`src/design/mps_pkg.sv`:
```
// Package for matrix_power_by_squaring: payload structs, FSM states, constants, saturating math.
// No dependencies.
package mps_pkg;

  typedef struct packed {
    logic signed [31:0] element;
    logic [15:0]        exponent;
    logic               last_element;
  } mps_in_t;

  typedef struct packed {
    logic signed [31:0] result_element;
    logic [2:0]         row_index;
    logic [2:0]         column_index;
    logic               last_result;
  } mps_out_t;

  typedef enum logic [2:0] {
    ST_IDLE,
    ST_INIT,
    ST_MUL,
    ST_COPY,
    ST_EMIT
  } mps_state_t;

  localparam logic [31:0] ONE_Q24 = 32'h0100_0000;
  localparam logic [31:0] SAT_MAX = 32'h7FFF_FFFF;
  localparam logic [31:0] SAT_MIN = 32'h8000_0000;

  // arithmetic shift of the full product by 24, then clamp to 32 bits
  function automatic logic [31:0] q24_sat(input logic signed [63:0] p);
    logic signed [39:0] s;
    begin
      s = 40'(p >>> 24);
      if (s > 40'sh007FFFFFFF)       q24_sat = SAT_MAX;
      else if (s < -40'sh0080000000) q24_sat = SAT_MIN;
      else                           q24_sat = s[31:0];
    end
  endfunction

  function automatic logic [31:0] add_sat(input logic [31:0] a, input logic [31:0] b);
    logic signed [32:0] s;
    begin
      s = 33'(signed'(a)) + 33'(signed'(b));
      if (s > 33'sh07FFFFFFF)       add_sat = SAT_MAX;
      else if (s < -33'sh080000000) add_sat = SAT_MIN;
      else                          add_sat = s[31:0];
    end
  endfunction

endpackage

```
`src/design/mps_mac.sv`:
```
// Shared multiply-accumulate for matrix_power_by_squaring.
// Depends on mps_pkg. Stage 1 registers the product, stage 2 saturating-adds.
module mps_mac (
  input  logic        clk,
  input  logic        op_valid,
  input  logic        op_first,
  input  logic [31:0] op_a,
  input  logic [31:0] op_b,
  output logic [31:0] acc
);
  import mps_pkg::*;

  logic signed [63:0] prod_r, prod_nxt;
  logic               vld_r, first_r;
  logic [31:0]        acc_r, acc_nxt;

  assign prod_nxt = 64'(signed'(op_a)) * 64'(signed'(op_b));

  always_comb begin
    acc_nxt = acc_r;
    if (vld_r) acc_nxt = add_sat(first_r ? 32'd0 : acc_r, q24_sat(prod_r));
  end

  always_ff @(posedge clk) begin
    prod_r  <= prod_nxt;
    vld_r   <= op_valid;
    first_r <= op_first;
    acc_r   <= acc_nxt;
  end

  assign acc = acc_r;
endmodule

```
`config.mk`:
```
export PLATFORM = sky130hd
export DESIGN_NAME = mps_mac
export DESIGN_NICKNAME = d
export VERILOG_FILES = /design/src/design/mps_pkg.sv /design/src/design/mps_mac.sv
export SDC_FILE = /design/constraint.sdc
export NUM_CORES = 2
export LEC_CHECK = 0
export BUFFER_PORTS_ARGS = -buffer_cell sky130_fd_sc_hd__buf_2
export CORE_MARGIN = 1.5
export CORE_UTILIZATION = 50
export CTS_CLUSTER_DIAMETER = 80
export DETAILED_ROUTE_END_ITERATION = 12
export PLACE_DENSITY = 0.63
export SLEW_MARGIN = 10
export SYNTH_ARGS = -nofsm -noshare
export SYNTH_HDL_FRONTEND = slang
export SYNTH_SLANG_ARGS = --single-unit
export TNS_END_PERCENT = 10
```
`constraint.sdc`:
```
create_clock -name clk -period 10.45 [get_ports clk]
set_input_delay 2.09 -clock clk [delete_from_list [all_inputs] [get_ports clk]]
set_output_delay 2.09 -clock clk [all_outputs]
set_load 0.02 [all_outputs]
```
==> impl_metrics.json <==
{
  "rr_startpoint": "first_r$_DFF_P_",
  "die_y_microns": 283,
  "place_congestion": 0.890,
  "setup_viol": 0,
  "period_needed_ps": 9660,
  "hp-start": "vld_r$_DFF_P_",
  "grt_pass1_vias": 31000,
  "wl_microns": 97200,
  "ys_types": 74,
  "cts_setup_buffers": 0,
  "synth_flop_cell": "dfxtp_1",
  "critPathSlowestCell": "a311oi_1",
  "finalMaxSlewViolations": 0,
  "critPathLaunchType": "input port",
  "drtAntennaViolNets": 0,
  "cts-hold-fix-buffers": 0,
  "synth_edf_count": 32,
  "synth_top_area_share_pct": 55.1,
  "finalHoldViolCount": 0,
  "max_freq_mhz": 104,
  "nNetsFinal": 5421,
  "required_ps": 10740,
  "synthMostInstantiatedCell": "fa_1",
  "cp-endpoint": "prod_r[62]$_DFF_P_",
  "dr.first_iter.drc_count": 1231,
  "cts_buffers": 9,
  "rsz0062_at_grt": "false",
  "dieArea_sq_um": 80400,
  "antenna_found_initial": 3,
  "syn_inst": 4117,
  "routedWlPerCell_microns": 19.0,
  "placementRows": 102,
  "cp_max_fo": 32,
  "via_count": 26900,
  "cts_num_sinks": 74,
  "max_stage_delay_ps": 780,
  "fin_crit_sh_pct": 92.4,
  "htree_levels": 3,
  "synth_nets": 5478,
  "initial_utilization_pct": 50.6,
  "cts_resized": 0,
  "end_kind": "register",
  "finalWorstSetupSlack_ps": 792,
  "critPathTopFamily": "adder cells",
  "track_usage_pct": 26.1,
  "ys_top_cells_by_area": "fa_1 (55%), inv_1 (9.2%), and2_1 (8.2%)",
  "synth-seq-area-share_pct": 4.58,
  "grt_pass1_wl_microns": 164000,
  "status": "complete, no violations",
  "fin_worst_skew_ps": 5.30,
  "io_pins": 99,
  "yosys.area.top_type": "fa_1",
  "drc": 0,
  "dp_slack_ps": 556,
  "routed_via_density": 5.26,
  "worstSetupStartpoint": "op_b[10]",
  "arrival_ps": 9950,
  "clkTransAtPathRegs_ps": 60,
  "reg2regPathDepth": 11,
  "drv_cap": 0,
  "core-area_sq_um": 77700,
  "hold_path_class": "reg -> reg",
  "hpwl_microns": 82300,
  "fin_setup_tns_ps": 0,
  "syn_area_sq_um": 39300,
  "reg2reg_to": "acc[28]$_SDFFCE_PN1P_",
  "reg2reg_slack_ps": 6150,
  "path_class": "in -> reg",
  "drive_gt1_share_pct": 4.40,
  "tightest_slew_ps": 1210,
  "grt_start_max_net_pins": 33,
  "cts_tree": "done",
  "grt-ovfl-total": 0,
  "hold_ws_ps": 767,
  "io_buffers": 98,
  "synth_common_cells": "fa_1 (1082), inv_1 (963), nand2_1 (517)",
  "nFillCells": 7171,
  "crit_top_cell": "fa_1",
  "ys_async_sr_fraction_pct": 0,
  "root_buffer": "clkbuf_16",
  "cp.depth": 22,
  "clk_latency_ps": 340,
  "syn_avg_cell_area_sq_um": 9.55,
  "syn_to_final_growth_pct": 4.08,
  "dr.pass1.iters": 5,
  "ys_warn_count": 0,
  "slew_headroom_pct": 19.2,
  "clockBufferDepth": 2,
  "ys_seq_elements": 74,
  "path_cells": "buf_2 -> and2_1 -> fa_1 -> fa_1 -> inv_1 -> fa_1 -> fa_1 -> inv_1 -> fa_1 -> fa_1 -> fa_1 -> fa_1 -> ha_1 -> nand2_1 -> o21ai_1 -> nor3b_1 -> a311oi_1 -> a31oi_2 -> o21ai_2 -> nand2_1 -> a21oi_1 -> o32a_1",
  "utilization_pct": 52.7,
  "die_w_microns": 283,
  "cp_num_buf_inv": 3
}
## worst min-delay path by stage
| stage | depth (start not counted) | endpoint |
|---|---|---|
| 4_1_cts | 1 | acc[30]$_SDFFCE_PN1P_ |
| 3_5_place_dp | 1 | acc[30]$_SDFFCE_PN1P_ |
| 2_1_floorplan | 4 | acc[0]$_SDFFCE_PN1P_ |
| 6_report | 1 | acc[30]$_SDFFCE_PN1P_ |
| 5_1_grt | 1 | acc[30]$_SDFFCE_PN1P_ |
| 3_3_place_gp | 1 | acc[31]$_SDFFCE_PN0P_ |
## sequential cells by signal, summed over array words and instances (netlist names)
register	count
vld_r	1
acc	32
first_r	1
prod_r	40
## through the flow
stage,instance area [sq um],cells
detailed placement,40700,5089
floorplan,39300,4117
global route,40900,5106
finish,40900,5108
CTS,40900,5105
global placement,40700,5089
## cells in the final DEF (no fill, tap or decap), drive strengths merged, types with 4 or more instances in the layout
cell type,instances
a211o,6
a211oi,9
a21o,56
a21oi,64
a221oi,4
a31oi,8
and2,516
and3,8
and4,5
buf,138
clkbuf,9
dfxtp,42
edfxtp,32
fa,1082
ha,212
inv,969
maj3,6
nand2,518
nand2b,16
nand3,7
nand4,11
nor2,70
nor2b,38
nor3,13
nor4,4
o211ai,9
o21a,11
o21ai,59
o21bai,8
o22ai,5
o31ai,6
xnor2,57
xor2,23
## area by class of cell
cell class / count / area, sq um / share of cell area (%)
multi-input combinational: 2872 / 33100 / 80.9
inverter: 965 / 3620 / 8.85
sequential: 74 / 1800 / 4.40
tap: 1040 / 1300 / 3.18
timing repair buffer: 138 / 791 / 1.93
clock buffer: 9 / 225 / 0.550
clock inverter: 7 / 51.3 / 0.125
antenna: 3 / 7.51 / 0.0183
## metal layers
layer	part of all wire [%]	vias to the layer above	track usage [%]
met5	0	-	0
met1	39	14200	31.6
met4	4.4	0	9.83
li1	-	11800	-
met2	53	615	48.2
met3	3.3	209	2.03
## worst register-to-register path: cells and delay by family, from the launching register on
kind / cells / cell delay, ps
AOI/OAI and AO/OA: 6 / 1540
adders and majority gates: 1 / 430
DFF: 1 / 1130
and+or+nand+nor: 4 / 1020
## cells by family after synthesis
logic type | after synthesis | synth area share [%]
fa+ha+maj | 1300 | 62.0
simple gates | 1217 | 15.7
buf+inv | 1171 | 11.2
compound gates | 275 | 4.83
xor+xnor | 80 | 1.78
flops | 74 | 4.58
Power is not shown: default switching activity piles up to over one toggle a cycle in this logic, so the estimate is an artifact.
